## config.mk

```make
export PLATFORM = sky130hd
export DESIGN_NAME = sobm_fifo
export DESIGN_NICKNAME = d
export VERILOG_FILES = /design/src/sv/sobm_fifo.sv
export SDC_FILE = /design/constraint.sdc
export NUM_CORES = 1
export LEC_CHECK = 0
export BUFFER_PORTS_ARGS = -buffer_cell sky130_fd_sc_hd__buf_2
export CORE_ASPECT_RATIO = 1.25
export CORE_UTILIZATION = 45
export CTS_CLUSTER_DIAMETER = 150
export CTS_CLUSTER_SIZE = 16
export DETAILED_ROUTE_END_ITERATION = 6
export PLACE_DENSITY = 0.69
export SKIP_CTS_REPAIR_TIMING = 1
export SLEW_MARGIN = 15
export SYNTH_ARGS = -nofsm -noshare
export SYNTH_HDL_FRONTEND = slang
export SYNTH_SLANG_ARGS = --single-unit
```

## constraint.sdc

```tcl
create_clock -name clk -period 1.8 [get_ports clk]
set_input_delay 0.18 -clock clk [delete_from_list [all_inputs] [get_ports clk]]
set_output_delay 0.18 -clock clk [all_outputs]
set_load 0.005 [all_outputs]
```

## src/sv/sobm_fifo.sv

```systemverilog
// Small flop-based first-in first-out queue with a combinational head.
// No dependencies; room is guaranteed by the writer's credit count.
module sobm_fifo #(
  parameter int WIDTH = 8,
  parameter int DEPTH = 4
) (
  input  logic             clk,
  input  logic             rst_n,
  input  logic             push,
  input  logic [WIDTH-1:0] wdata,
  input  logic             pop,
  output logic [WIDTH-1:0] rdata,
  output logic             empty
);

  localparam int PW = $clog2(DEPTH);
  localparam int NW = $clog2(DEPTH + 1);

  logic [WIDTH-1:0] mem [DEPTH];
  logic [PW-1:0]    wr_ptr_r, wr_ptr_nxt;
  logic [PW-1:0]    rd_ptr_r, rd_ptr_nxt;
  logic [NW-1:0]    count_r, count_nxt;

  assign empty = (count_r == NW'(0));
  assign rdata = mem[rd_ptr_r];

  always_comb begin
    wr_ptr_nxt = wr_ptr_r;
    rd_ptr_nxt = rd_ptr_r;
    count_nxt  = count_r;
    if (push) begin
      wr_ptr_nxt = (wr_ptr_r == PW'(DEPTH - 1)) ? PW'(0) : wr_ptr_r + PW'(1);
    end
    if (pop && !empty) begin
      rd_ptr_nxt = (rd_ptr_r == PW'(DEPTH - 1)) ? PW'(0) : rd_ptr_r + PW'(1);
    end
    if (push && !(pop && !empty)) begin
      count_nxt = count_r + NW'(1);
    end else if (!push && pop && !empty) begin
      count_nxt = count_r - NW'(1);
    end
  end

  always_ff @(posedge clk) begin
    if (!rst_n) begin
      wr_ptr_r <= '0;
      rd_ptr_r <= '0;
      count_r  <= '0;
    end else begin
      wr_ptr_r <= wr_ptr_nxt;
      rd_ptr_r <= rd_ptr_nxt;
      count_r  <= count_nxt;
    end
  end

  always_ff @(posedge clk) begin
    if (push) begin
      mem[wr_ptr_r] <= wdata;
    end
  end

endmodule

```

# Yosys cells after proc, flatten, opt, wreduce, memory -nomap -nowiden

Memory sizes are Yosys's and may differ from the RTL's. A register that Yosys moved wholly into a read port is not among the register bits.
Index checks and enable logic that the tools add are counted.
Widths: inputs -> output; s select.

Input port bits: 12
Register bits: 7
RAM bits: 32
Output and inout bits: 9
Memories kept: 1

Equality and inequality tests: 2
Add/sub/neg operators: 4
Mux-type cells: 8
Reduce and logical (&&, ||, !) cells: 9

Memory list:

| name | words | width | read ports | clocked after Yosys merged registers in | wr ports | RTL line | text |
|---|---|---|---|---|---|---|---|
| mem  | 4     | 8     | 1          | 1                                       | 1        | 19       | `logic [WIDTH-1:0] mem [DEPTH];` |

Operator list:

| cell                | count |
|---|---|
| $mux 2              | 4 |
| $mux 3              | 2 |
| $add 2x1->2 const B | 2 |
| $eq 2x2->1 const B  | 2 |
| $logic_and 1x1->1   | 4 |
| $add 3x1->3 const B | 1 |
| $logic_not 1->1     | 3 |
| $logic_not 3->1     | 1 |
| $sub 3x1->3 const B | 1 |
| $mux 1              | 2 |
| $reduce_bool 2->1   | 1 |

# Longest topological paths before layout

Gate-level depths: netlist of run 1.

Depth after elaboration: 6
Depth in mapped cells: 7
Gate-level depth less buffers: 6

# Worst setup path before layout of run 1

No wires, ideal clock.

Kind: flip-flop to flip-flop
Start point: register count_r[1]
End point: register count_r[1]
Data arrival time: 1.718 ns
Cell stages (with the launch flop): 6
Clock period less this slack: 1.838 ns
Setup slack: -0.038 ns
Setup time: 0.120 ns
Cell sequence: dfxtp_1 -> o31ai_4 -> nand2_1 -> fa_1 -> a32o_1 -> o31a_1

Word-level cells in the longest chain between the ends: 6

Ends and longest elaborated chain:

| what                                                | RTL line | text |
|---|---|---|
| from (decl)                                         | 22       | `logic [NW-1:0] count_r, count_nxt;` |
| from (signal assigned)                              | 52       | `count_r <= count_nxt;` |
| branches (longest 5 deep; another with $sub 3x1->3) | --       |  |
| $mux 3 (*)                                          | 37       | `if (push && !(pop && !empty)) begin` |
| via count_nxt[1]                                    | 22       |  |

Mark *: on every way through the listed nets, which the timed path passes. The select of a mux whose other input is x is not followed.
A chain may end at the register's enable or synchronous reset.

# Worst setup path after layout of run 1

Start point: register count_r[2]
End point: register count_r[1]

Word-level cells in the longest chain between the ends: 6

Ends and longest elaborated chain:

| what              | RTL line | text |
|---|---|---|
| $logic_not 3->1   | 24       | `assign empty = (count_r == NW'(0));` |
| $logic_not 1->1   | 37       |  |
| $logic_and 1x1->1 | 37       |  |
| $logic_not 1->1   | 37       |  |
| $logic_and 1x1->1 | 37       |  |
| $mux 3            | 37       |  |
| via count_nxt[1]  | 22       |  |

The timed path passes the listed nets, and every way through them passes these cells.

==> metrics.txt, run 1 <==
run status finished, final reports clean; DR WL/cell 16.4 um; r2r startpoint count_r[2]; Async SR Flop Fraction 0%; Clock power frac 27.4%; worst-margin pin slew 455 ps; WL final 2690 um; drt via density 5.40; Pwr per Cell Area 1310 mW/mm2; Fin. Hold Viols 0; Crit Path Category flip-flop to flip-flop; core area 0.00351 mm2; DR pass1 iterations 2; sequential share of power 45.8%; RePlAce Congestion 0.768; CTS H-tree lvls 2; switching share of power 25.8%; P_sw 664 uW; Synth cell types 29; WHS 104 ps; CTS tree built; Initial Utilization 47.6%; Synth Warn # 0; CP bufs+invs 0; Pleak 0.000720 uW; Post-synth EDFFs 32; mapped cell area 0.00167 mm2; Cell Chain, Critical Path o31ai_4, nand2_1, fa_2, a32o_1, o31a_1; dpl cells 156; slowest CP cell fa_2; Post-Syn Instances 95; DRC viols 0; sequential area share after synthesis 68.2%; Die Wd 56.6 um; CTS Sinks 41; GRT Util Overall 14.9%; max-cap check violation count 0; Reg clk slew, reported paths 80 ps; share of layout cells above drive strength 1 35.2%; first-pass GRT wire length 4220 um; minimum clock period 1760 ps; RR Endpoint count_r[1]; vias in the first global route 920; initial drt markers 19; Largest stage delay, worst path 460 ps; row count 24; antenna violations before repair 0; nets 142; DP Wirelength 1860 um; hold endpoint mem[1][6]; Fin Clk Skew 5.30 ps; Crit path required time 1980 ps; Slew Viols, Final 0; synthesis-to-layout area growth 17.0%; Max clock buf depth 2; Synth Area per Inst 17.6 um2; Antenna Violating Nets Remaining 0; Overflow after GRT 0; cell internal pwr 1910 uW; die height 70.2 um; largest area contributor in the netlist edfxtp_1; crit end category flip-flop; critical path depth 5; Hold Path Cell Cnt 1; most frequent cells after synthesis 32 x edfxtp_1, 9 x dfxtp_1, 8 x mux4_2; worst skew pair latency 290 ps; final std cells w/o fill 164; Hold Crit Class input port to flip-flop; Peak VDD IR 0.869 mV; Post-synth top flop edfxtp_1; Synthesized Nets 113; top-count cell post-synth edfxtp_1; pre-CTS setup slack 52.1 ps; final setup margin 43.4 ps; clk root buf clkbuf_8; Synth top area share 57.4%; Crit path max-delay family compound AO/OA/AOI/OAI gates; Antenna Cells 0; reg2reg path depth 5; Yosys reg bits 41; largest net degree at the start of global routing 16; utilization after layout 55.8%; routed via count 886; f_max 569 MHz; setup slack, reg-to-reg 40 ps; Final setup viols 0; Critical Path Fanout Max 3; die area 0.00397 mm2; logic gate share of total power 26.7%; WP data arrival 1940 ps; Power Total 2570 uW; synth top area cells edfxtp_1 57%, dfxtp_1 11%, mux4_2 11%; crit share post-route 97.6%; nature of the critical path startpoint flip-flop; # port buffers 20; max_slew headroom 69.7%; CTS buffer count 5; HP Start wdata[6]; I/O pin cnt 21
[routing by layer]
metal	part of all wire (%)	GRT usage, %	up-vias
met3	3.6	5.19	7
li1	-	-	424
met5	0	0	-
met4	2.3	8.67	0
met1	39	15.9	435
met2	55	25.1	20
[worst max-delay path by stage]
stage / from / to / slack, ps
3_3_place_gp: count_r[2] / count_r[1] / 110
6_report: count_r[2] / count_r[1] / 40
5_1_grt: count_r[2] / count_r[1] / -10
3_5_place_dp: count_r[2] / count_r[1] / 50
2_1_floorplan: count_r[2] / count_r[1] / -9
4_1_cts: count_r[2] / count_r[1] / 30
[stage by stage]
step / setup TNS, ps / instance area, um2
floorplan: -8.61 / 1680
global placement: 0 / 1850
detailed placement: 0 / 1850
CTS: 0 / 1960
global route: -12.1 / 1960
finish: 0 / 1960
[state kept, by name, indices dropped and copies added, names as in the netlist, named ones only]
register / flops
count_r: 3
mem: 32
rd_ptr_r: 2
wr_ptr_r: 2
[power by group through the flow]
| stage | Clock (uW) | Sequential [uW] | Combinational [uW] |
|---|---|---|---|
| 2_1_floorplan | 0 | 1210 | 422 |
| 3_3_place_gp | 0 | 1200 | 635 |
| 3_5_place_dp | 0 | 1200 | 665 |
| 4_1_cts | 730 | 1180 | 667 |
| 5_1_grt | 767 | 1190 | 754 |
| 6_report | 706 | 1180 | 688 |
[cells by family after synthesis]
family                     Yosys count  share of synthesized area (%)
and+or+nand+nor                     20                           7.10
muxes                               11                           12.6
adders and majority gates            6                           4.93
buffers and inverters                6                           1.57
xor gates and xnor gates             2                           1.05
DFF                                 41                           68.2
AOI/OAI and AO/OA                    9                           4.63
[cell type report]
type                       instances  area (um2)
sequential                        41        1140
clock buffer                       6        72.6
tap                               39        48.8
clock inverter                     2        33.8
fill                             277        1550
multi-input combinational         48         509
timing repair buffer              26         145
inverter                           2        7.51
[cells in the final DEF, fill, tap and decap left out, drive strengths merged, types with 2 or more instances in the layout]
cell | netlist | layout
nor3 | 2 | 2
and2 | 5 | 5
nor3b | 2 | 2
dfxtp | 9 | 9
inv | 2 | 2
nor2 | 2 | 2
mux4 | 8 | 8
mux2i | 3 | 3
edfxtp | 32 | 32
ha | 5 | 5
buf | 3 | 26
nand2 | 2 | 2
o21ai | 3 | 3
clkbuf | 1 | 6
nor2b | 4 | 4
Power figures use the tool's default switching activity.
==> run 2: changes to the inputs <==
clock period = 1.45 ns   (was 1.8 ns; I/O delays follow)
==> run 2 against run 1 <==
  * The run now ends with negative setup slack left
  * Die area is the same
  * Sequential cell count is the same
  * Total power grew 21%
  * Maximum frequency up 2.3%
  * Critical path type unchanged
  * Largest power group unchanged
==> metrics.txt, run 2 (same netlist as run 1, synthesis figures left out) <==
Top reg by flops mem; setup_tns -1150 ps; die height 70.2 um; minimum clock period 1720 ps; first-pass GRT wire length 4300 um; die area 0.00397 mm2; max-cap check violation count 0; f_max 583 MHz; final std cells w/o fill 169; Initial Utilization 47.6%; share of layout cells above drive strength 1 41.5%; Pwr per Cell Area 1550 mW/mm2; row count 24; Crit Path Category flip-flop to flip-flop; DP Wirelength 1830 um; Power Total 3110 uW; Antenna Cells 0; nature of the critical path startpoint flip-flop; synthesis-to-layout area growth 19.9%; Final setup viols 10; Crit path required time 1630 ps; largest net degree at the start of global routing 16; # port buffers 20; Pleak 0.000747 uW; CTS Sinks 41; Reg clk slew, reported paths 80 ps; crit share post-route 118%; HP Start wdata[1]; Slew Viols, Final 0; max_slew headroom 73.7%; routed via count 906; Antenna Violating Nets Remaining 0; Overflow after GRT 0; vias in the first global route 929; WP data arrival 1900 ps; RSZ-0062 raised after global routing yes; nets 147; antenna violations before repair 0; r2r startpoint count_r[2]; Largest register FFs 32; worst skew pair latency 280 ps; I/O pin cnt 21; drt via density 5.36; Area after DPL 0.00190 mm2; worst-margin pin slew 393 ps; biggest regs mem x32, count_r x3; run status finished with violations; Critical Path Fanout Max 3; Peak VDD IR 1.12 mV; WL final 2570 um; DR pass1 iterations 4; CTS tree built; initial drt markers 14; Critical Path Source count_r[2]; commonest cells after routing, fill and taps aside 32 x edfxtp_1, 20 x buf_2, 10 x buf_4; dpl cells 161; RePlAce Congestion 0.765; Max clock buf depth 2; pre-CTS setup slack -254 ps; Die Wd 56.6 um; final instance area 0.00201 mm2; GRT Util Overall 14.8%; fillers 284; DR WL/cell 15.2 um; DRC viols 0; core area 0.00351 mm2; Fin. Hold Viols 0; final setup margin -266 ps; most common cell after layout, fill and taps aside edfxtp_1; crit end category flip-flop; failing checks negative setup slack; CTS buffer count 5; Fin Clk Skew 3.47 ps; Hold Crit Class input port to flip-flop; clk root buf clkbuf_8; CTS H-tree lvls 2
run 2: cell type report:
| type | count | area, um2 | share of cell area, % |
|---|---|---|---|
| clock buffers | 6 | 82.6 | 4.11 |
| clock inverters | 2 | 13.8 | 0.686 |
| inverters | 2 | 7.51 | 0.374 |
| multi-input cells | 48 | 514 | 25.6 |
| flip-flops and latches | 41 | 1140 | 57.0 |
| well taps | 39 | 48.8 | 2.43 |
| repair buffers | 31 | 195 | 9.73 |
run 2: worst max-delay path, stage by stage, from the launching register on:
cell and delay [ps]:
dfxtp_2 340, o31ai_4 240, nand2_1 100, fa_2 430, a32o_1 270, o31a_1 230
run 2: final timing paths:
path,end,slack (ps),cells past startpoint
worst max register to register,count_r[1],-270,5
worst max-delay path,count_r[1],-270,5
worst min register to register,flip-flop,490,2
worst min-delay path,mem[3][1],70,1
run 2: layer usage:
| layer | global-route usage [%] | share of wire, % | up-vias | routed length [um] |
|---|---|---|---|---|
| li1 | - | - | 432 | - |
| met5 | 0 | 0 | - | 0 |
| met4 | 6.50 | 1.9 | 0 | 48 |
| met3 | 5.19 | 4.4 | 7 | 114 |
| met2 | 24.7 | 54 | 20 | 1390 |
| met1 | 16.9 | 40 | 447 | 1020 |
run 2: report_power, final:
part | switching (uW) | internal (uW) | total (uW)
Combinational | 370 | 514 | 883
Sequential | 83.7 | 1390 | 1470
Clock | 371 | 385 | 756
run 2: stage by stage:
step | util, % | hold slack, ps
finish | 57.1 | 74.2
floorplan | - | 244
global placement | 54.2 | 356
CTS | 56.9 | 61.1
global route | 57.1 | 58.3
detailed placement | 54.2 | 363
