--- config.mk ---
export PLATFORM = sky130hd
export DESIGN_NAME = sobm_back
export DESIGN_NICKNAME = d
export VERILOG_FILES = /design/src/sv/sobm_pkg.sv /design/src/sv/sobm_back.sv
export SDC_FILE = /design/constraint.sdc
export NUM_CORES = 2
export LEC_CHECK = 0
export BUFFER_PORTS_ARGS = -buffer_cell sky130_fd_sc_hd__buf_2
export CAP_MARGIN = 10
export CORE_MARGIN = 2
export CORE_UTILIZATION = 55
export CTS_CLUSTER_DIAMETER = 150
export DETAILED_ROUTE_END_ITERATION = 10
export GPL_ROUTABILITY_DRIVEN = 0
export PLACE_DENSITY = 0.82
export REMOVE_ABC_BUFFERS = 1
export SLEW_MARGIN = 20
export SYNTH_ARGS = -nofsm -noshare
export SYNTH_HDL_FRONTEND = slang
export SYNTH_SLANG_ARGS = --single-unit
--- constraint.sdc ---
create_clock -name clk -period 16.4 [get_ports clk]
set_clock_uncertainty 0.05 [all_clocks]
set_input_delay 3.28 -clock clk [delete_from_list [all_inputs] [get_ports clk]]
set_output_delay 3.28 -clock clk [all_outputs]
set_load 0.005 [all_outputs]
--- src/sv/sobm_pkg.sv ---
// Shared types and constants for the RGB Sobel edge magnitude block.
// Used by the front end, the back end and the top level; depends on nothing else.
package sobm_pkg;

  typedef struct packed {
    logic [7:0] r;
    logic [7:0] g;
    logic [7:0] b;
  } pix_t;

  typedef struct packed {
    logic       operation;
    logic [7:0] red_in;
    logic [7:0] green_in;
    logic [7:0] blue_in;
  } in_item_t;

  typedef struct packed {
    logic [7:0] red_edge;
    logic [7:0] green_edge;
    logic [7:0] blue_edge;
    logic       frame_done;
  } out_item_t;

  // One window column: pixels of the row above, the centre row and the row below.
  typedef struct packed {
    pix_t top;
    pix_t mid;
    pix_t bot;
  } col_t;

  typedef struct packed {
    col_t lft;
    col_t ctr;
    col_t rgt;
    logic done;
  } win_item_t;

  localparam logic OP_PIXEL = 1'b0;
  localparam logic OP_FLUSH = 1'b1;

  localparam logic CFG_WIDTH_IDX  = 1'b0;
  localparam logic CFG_HEIGHT_IDX = 1'b1;

  localparam logic [10:0] WIDTH_RESET  = 11'd640;
  localparam logic [11:0] HEIGHT_RESET = 12'd480;

  localparam int MID_DEPTH = 4;
  localparam int OUT_DEPTH = 16;
  localparam int ROOT_BITS = 8;

endpackage

--- src/sv/sobm_back.sv ---
// Back end: Sobel gradients, squared magnitude and a pipelined rounded root.
// Depends on sobm_pkg; feeds the result queue under a credit count.
module sobm_back (
  input  logic                clk,
  input  logic                rst_n,
  input  logic                q_empty,
  input  sobm_pkg::win_item_t q_data,
  output logic                q_pop,
  output logic                r_push,
  output sobm_pkg::out_item_t r_data,
  input  logic                r_pop
);

  localparam int KW = $clog2(sobm_pkg::OUT_DEPTH + 1);
  localparam int RB = sobm_pkg::ROOT_BITS;

  logic [KW-1:0] cnt_r, cnt_nxt;

  logic                     g_v_r;
  logic signed [11:0]       gx_r [3];
  logic signed [11:0]       gy_r [3];
  logic                     g_done_r;

  logic                     rv_r    [RB+1];
  logic                     rdone_r [RB+1];
  logic [15:0]              rs_r    [RB+1][3];
  logic [7:0]               rn_r    [RB+1][3];

  function automatic logic signed [11:0] ext(input logic [7:0] v);
    ext = $signed({4'b0000, v});
  endfunction

  function automatic logic [7:0] chan(input sobm_pkg::pix_t p, input int unsigned k);
    case (k)
      0:       chan = p.r;
      1:       chan = p.g;
      default: chan = p.b;
    endcase
  endfunction

  assign q_pop = !q_empty && (cnt_r < KW'(sobm_pkg::OUT_DEPTH));

  always_comb begin
    cnt_nxt = cnt_r;
    if (q_pop && !r_pop) begin
      cnt_nxt = cnt_r + KW'(1);
    end else if (!q_pop && r_pop) begin
      cnt_nxt = cnt_r - KW'(1);
    end
  end

  always_ff @(posedge clk) begin
    if (!rst_n) begin
      cnt_r <= '0;
      g_v_r <= 1'b0;
      for (int i = 0; i <= RB; i++) begin
        rv_r[i] <= 1'b0;
      end
    end else begin
      cnt_r   <= cnt_nxt;
      g_v_r   <= q_pop;
      rv_r[0] <= g_v_r;
      for (int i = 1; i <= RB; i++) begin
        rv_r[i] <= rv_r[i-1];
      end
    end
  end

  // Gradient stage
  always_ff @(posedge clk) begin
    g_done_r <= q_data.done;
    for (int k = 0; k < 3; k++) begin
      gx_r[k] <= (ext(chan(q_data.rgt.top, k)) + (ext(chan(q_data.rgt.mid, k)) <<< 1)
                  + ext(chan(q_data.rgt.bot, k)))
               - (ext(chan(q_data.lft.top, k)) + (ext(chan(q_data.lft.mid, k)) <<< 1)
                  + ext(chan(q_data.lft.bot, k)));
      gy_r[k] <= (ext(chan(q_data.lft.bot, k)) + (ext(chan(q_data.ctr.bot, k)) <<< 1)
                  + ext(chan(q_data.rgt.bot, k)))
               - (ext(chan(q_data.lft.top, k)) + (ext(chan(q_data.ctr.top, k)) <<< 1)
                  + ext(chan(q_data.rgt.top, k)));
    end
  end

  // Squared magnitude, saturated: anything above 16 bits already rounds to 255.
  // One root bit per stage after it: the result is the largest n with n*n - n below s.
  always_ff @(posedge clk) begin
    logic [23:0] sqx;
    logic [23:0] sqy;
    logic [24:0] sum;
    logic [7:0]  t;
    logic [15:0] sq;
    rdone_r[0] <= g_done_r;
    for (int k = 0; k < 3; k++) begin
      sqx = gx_r[k] * gx_r[k];
      sqy = gy_r[k] * gy_r[k];
      sum = {1'b0, sqx} + {1'b0, sqy};
      rs_r[0][k] <= (sum > 25'd65535) ? 16'hFFFF : sum[15:0];
      rn_r[0][k] <= '0;
    end
    for (int st = 1; st <= RB; st++) begin
      rdone_r[st] <= rdone_r[st-1];
      for (int k = 0; k < 3; k++) begin
        t  = rn_r[st-1][k] | (8'd1 << (RB - st));
        sq = 16'(t * t) - {8'd0, t};
        rs_r[st][k] <= rs_r[st-1][k];
        rn_r[st][k] <= (sq < rs_r[st-1][k]) ? t : rn_r[st-1][k];
      end
    end
  end

  assign r_push            = rv_r[RB];
  assign r_data.red_edge   = rn_r[RB][0];
  assign r_data.green_edge = rn_r[RB][1];
  assign r_data.blue_edge  = rn_r[RB][2];
  assign r_data.frame_done = rdone_r[RB];

endmodule

# Word-level counts from Yosys, hierarchy flattened
# Memories as Yosys holds them, arrays and structs flattened.
# Index checks and enable logic that the tools add are counted.
dict set report word_totals {
  ff_bits 7
  ram_bits 738
  out_inout_bits 27
  n_memories 6
}
dict set report classes {
  n_addsub 59
  multipliers 30
  n_lt_le_gt_ge 28
  mux 40
  n_bitwise 9
  reduce_logical 7
}
# memory words word_bits read_ports rd_clocked_by_memory_dff write_ports line_no
set memory_table {}
lappend memory_table {rs_r 9 48 8 0 9 sobm_back.sv:26} ;# logic [15:0] rs_r [RB+1][3];
lappend memory_table {rn_r 9 24 9 0 9 sobm_back.sv:27} ;# logic [7:0] rn_r [RB+1][3];
lappend memory_table {gx_r 3 12 3 0 3 sobm_back.sv:20} ;# logic signed [11:0] gx_r [3];
lappend memory_table {gy_r 3 12 3 0 3 sobm_back.sv:21} ;# logic signed [11:0] gy_r [3];
lappend memory_table {rdone_r 9 1 9 0 9 sobm_back.sv:25} ;# logic rdone_r [RB+1];
lappend memory_table {rv_r 9 1 9 0 9 sobm_back.sv:24} ;# logic rv_r [RB+1];
# cell count
set op_table {}
lappend op_table {{less-than comparator 16 bit} 24}
lappend op_table {{multiplier 8 x 8 -> 16 bit} 24}
lappend op_table {{subtractor 16 x 8 -> 16 bit} 24}
lappend op_table {{multiplier 12 x 12 -> 24 bit} 6}
lappend op_table {{adder 10 x 8 -> 11 bit} 12}
lappend op_table {{adder 8 x 9 -> 10 bit} 12}
lappend op_table {{adder 24 x 24 -> 25 bit} 3}
lappend op_table {{> comparator 25 x 16 -> 1 bit (second input constant)} 3}
lappend op_table {{subtractor 11 x 11 -> 12 bit} 6}
lappend op_table {{two-way mux 16 bit} 3}
lappend op_table {{two-way mux 5 bit} 5}
lappend op_table {{two-way mux 8 bit} 3}
lappend op_table {{two-way mux 7 bit} 3}
lappend op_table {{two-way mux 6 bit} 3}
lappend op_table {{two-way mux 1 bit} 14}
lappend op_table {{two-way mux 4 bit} 3}
lappend op_table {{two-way mux 3 bit} 3}
lappend op_table {{bitwise OR 1 bit} 9}
lappend op_table {{two-way mux 2 bit} 3}
lappend op_table {{adder 5 x 1 -> 5 bit (second input constant)} 1}
lappend op_table {{less-than comparator 5 bit (second input constant)} 1}
lappend op_table {{subtractor 5 x 1 -> 5 bit (second input constant)} 1}
lappend op_table {{logical AND 1 bit} 3}
lappend op_table {{logical NOT 1 bit} 3}
lappend op_table {{nonzero test 2 bit} 1}

# Logic depth before layout (Yosys ltp)
dict set report logic_depth {
  word_depth 6
  depth_mapped 33
}

# Worst setup path after synthesis
# No wires, ideal clock.
dict set report synth_timing {
  path_type {reg2reg}
  start {memory gx_r[0][11]}
  end {memory rs_r[0][46] in the netlist's numbering}
  setup_ps 125
  arrival_ps 7703
  path_slack_ps 8522
  stages_incl_launch_ff 33
  period_less_slack_ps 7878
  path_cell_list {dfxtp_1 > clkbuf_1 > nand2_1 > inv_1 > fa_1 > inv_1 > fa_1 > fa_1 > inv_1 > fa_1 > inv_1 > fa_1 > inv_1 > ha_1 > or3_1 > o21bai_1 > a21oi_1 > o2111ai_1 > a31oi_1 > nor2b_1 > o21a_1 > o41a_1 > xnor2_1 > ha_1 > inv_1 > a221oi_1 > o211ai_1 > or4_1 > nor4_1 > nand4b_1 > nor2_1 > clkbuf_1 > nand2_1}
}
# element line_no
set synth_lines {}
lappend synth_lines {{start, declared} sobm_back.sv:20}
lappend synth_lines {{end, declared} sobm_back.sv:26}

==> flow_summary.yaml <==
min_path:
  hold_path_class: "register to register"
  hold_depth: 0
  hold_start: "rdone_r[0][1]"
  hold_path_end: "rdone_r[1][0]"
grt:
  grt_use_met3_pct: 2.60
  grt_pass1_wl_um: 247000
  antenna_found_initial: 0
  grt_usage_pct: 21.6
  grt.met2_usage_pct: 40.4
  grt_pass1_vias: 55428
  met1_usage_pct: 25.6
  gr-total-overflow: 0
  busiest_layer: "met2"
  grt_max_degree: 17
setup_path:
  r2r_slack_ns: 6.94
  cp-start-kind: "register"
  critPathCaptureType: "register"
  cp.required_ns: 16.83
  r2r-end: "rs_r[0][38]"
  crit_top_cell: "inv_1"
  r2r-start: "gx_r[0][0]"
  cpMaxStageDelayCell: "nor2_1"
  critPathMaxStageDelay_ns: 0.68
  cp_max_fo: 14
  worstPathArrival_ns: 9.89
  worstSetupPathType: "register to register"
  ff2ff_path_depth: 30
final_layout:
  layout-drive-gt1-share_pct: 4.91
  areaGrowthSynthToFinish_pct: 7.38
  num-fill-cells: 10647
  num_antenna_cells: 0
  final_cells: 9703
  multi_input_area_mm2: 0.0534
  regArea_mm2: 0.0118
  finalNetCount: 10399
  fin_util_pct: 59.2
detailed_routing:
  drt-pass1-iter-count: 6
  viasPerCell: 5.16
  vias: 50089
  drt_iter0_drc: 2218
  routedWlPerCell_um: 14.6
  drcViolationCount: 0
  wirelength_um: 141000
  final_antenna_net_count: 0
sta:
  max-slew-margin-rel_pct: 42.7
  drv_slew: 0
  setup_viol_count_final: 0
  tightest_slew_ns: 0.848
  period_needed_ns: 9.46
  hold_viol: 0
  post-route-period-util_pct: 57.7
  fmax_mhz: 106
  rsz0062_at_grt: "no"
  tns_ns: 0
  hold_slack_ns: 0.275
cts:
  htreeDepth: 3
  post_cts_buffers: 0
  clk_latency_ns: 0.67
  cts_sinks: 589
  cts_root_buffer: "clkbuf_16"
  hold_buffers: 0
  numCtsBuffers: 70
  ctsResizeCount: 0
  clockBufferDepth: 3
  clk_pin_slew_ns: 0.06
  cts_tree: "built"
die:
  fp-row-count: 134
  dieArea_mm2: 0.136
  io_pins: 248
  initial_core_util_pct: 55.2
  die_w_um: 369
  fp.dieH_um: 369
  core_mm2: 0.133
synth:
  ys_ff_latch: 589
  syn-mean-instance-area_um2: 9.54
  ys_types: 66
  synthArstFlopShare_pct: 0
  yosysSeqAreaShare_pct: 16.1
  synth_area_mm2: 0.0734
  synth_edf_count: 0
  ys_warn_count: 0
  synth_flop_cell: "dfxtp_1"
  syn_inst: 7686
flow_run:
  drv_cap: 0
placed_design:
  place.detailed.hpwl_um: 119000
  dp.cells: 9576
  numPortBuffers: 223
run_status:
  status: "finished clean"
==> routing by layer <==
| metal | share of wire (%) | wire length (µm) |
|---|---|---|
| met5 | 0 | 0 |
| met4 | 2.9 | 4040 |
| met2 | 53 | 74500 |
| met1 | 41 | 57200 |
| met3 | 3.8 | 5430 |
==> worst max-delay path: cells and delay by family, from the launching register on <==
| kind | cells | cell delay (ns) |
|---|---|---|
| AOI/OAI and AO/OA | 9 | 2.40 |
| xor gates and xnor gates | 1 | 0.16 |
| adders and majority gates | 7 | 2.93 |
| buffers and inverters | 6 | 0.50 |
| DFF | 1 | 0.67 |
| and+or+nand+nor | 7 | 2.56 |
==> Yosys cell counts, types with 79 or more instances <==
cell type | count | area share (%)
a21oi_1 | 275 | 1.9
dfxtp_1 | 589 | 16
xnor2_1 | 316 | 3.8
clkbuf_1 | 100 | 0.51
a21o_1 | 122 | 1.2
inv_1 | 2056 | 11
fa_1 | 1154 | 31
xor2_1 | 142 | 1.7
nor2_1 | 282 | 1.4
o21a_1 | 79 | 0.81
o21ai_0 | 151 | 1.0
nand2_1 | 418 | 2.1
ha_1 | 1143 | 19
and2_1 | 199 | 1.7
==> registers in the layout, indices dropped and copies added, names as in the netlist <==
register / count
cnt_r: 5
g_done_r: 1
g_v_r: 1
gx_r: 36
gy_r: 36
rdone_r: 9
rn_r: 108
rs_r: 384
rv_r: 9
==> worst max path at each step <==
stage,from,endpoint,slack [ns],cells past startpoint
after global routing,gx_r[0][0],rs_r[0][38],6.42,30
after global placement,gx_r[0][0],rs_r[0][38],7.44,30
final,gx_r[0][0],rs_r[0][38],6.94,30
after detailed placement,gx_r[0][0],rs_r[0][38],7.19,30
after floorplan,gx_r[0][11],rs_r[0][38],8.56,30
after CTS,gx_r[0][0],rs_r[0][38],7.11,30
==> layout make-up <==
class / instances / area share (%)
clock buffer: 82 / 2.34
timing repair buffer: 225 / 1.44
clock inverter: 44 / 0.775
multi-input combinational: 4934 / 67.8
sequential: 589 / 15.0
inverter: 2061 / 9.82
tap: 1768 / 2.81
==> cells in the final DEF (no fill, tap or decap), drive strengths merged, types with 14 or more instances in the layout <==
| master | Yosys | routed |
|---|---|---|
| inv | 2061 | 2072 |
| xor2 | 142 | 142 |
| ha | 1143 | 1143 |
| nand2b | 52 | 52 |
| a21o | 122 | 122 |
| buf | 2 | 225 |
| dfxtp | 589 | 589 |
| a211oi | 21 | 21 |
| nor2 | 282 | 282 |
| clkinv | 0 | 20 |
| a31oi | 22 | 22 |
| or3 | 20 | 20 |
| o211ai | 22 | 22 |
| xnor2 | 316 | 316 |
| a21oi | 275 | 275 |
| nor3 | 58 | 58 |
| nor2b | 61 | 61 |
| or2 | 25 | 25 |
| fa | 1154 | 1154 |
| and2 | 199 | 199 |
| o31ai | 15 | 15 |
| o21ai | 151 | 151 |
| clkbuf | 100 | 82 |
| o21a | 79 | 79 |
| nand4 | 17 | 17 |
| nand3 | 73 | 73 |
| nand2 | 418 | 418 |
| and3 | 24 | 24 |
| o41ai | 14 | 14 |
| o21bai | 55 | 55 |
==> cells by family (layout without fill, tap and decap cells) <==
family | Yosys count | after routing | synth area share (%)
simple gates | 1296 | 1296 | 8.61
fa+ha+maj | 2297 | 2297 | 51.0
flops | 589 | 589 | 16.1
xor+xnor | 458 | 458 | 5.47
compound gates | 869 | 869 | 7.59
mux | 14 | 14 | 0.194
buf+inv | 2163 | 2412 | 11.1
==> stage by stage <==
| stage | setup slack [ns] | area (µm²) |
|---|---|---|
| 3_5_place_dp | 7.19 | 76300 |
| 5_1_grt | 6.42 | 78800 |
| 2_1_floorplan | 8.56 | 73000 |
| 4_1_cts | 7.11 | 78800 |
| 6_report | 6.94 | 78800 |
| 3_3_place_gp | 7.44 | 76300 |
Power is left out: the tool's default activity adds up to more than one toggle a clock period on the data nets, which glitch-free logic cannot reach.
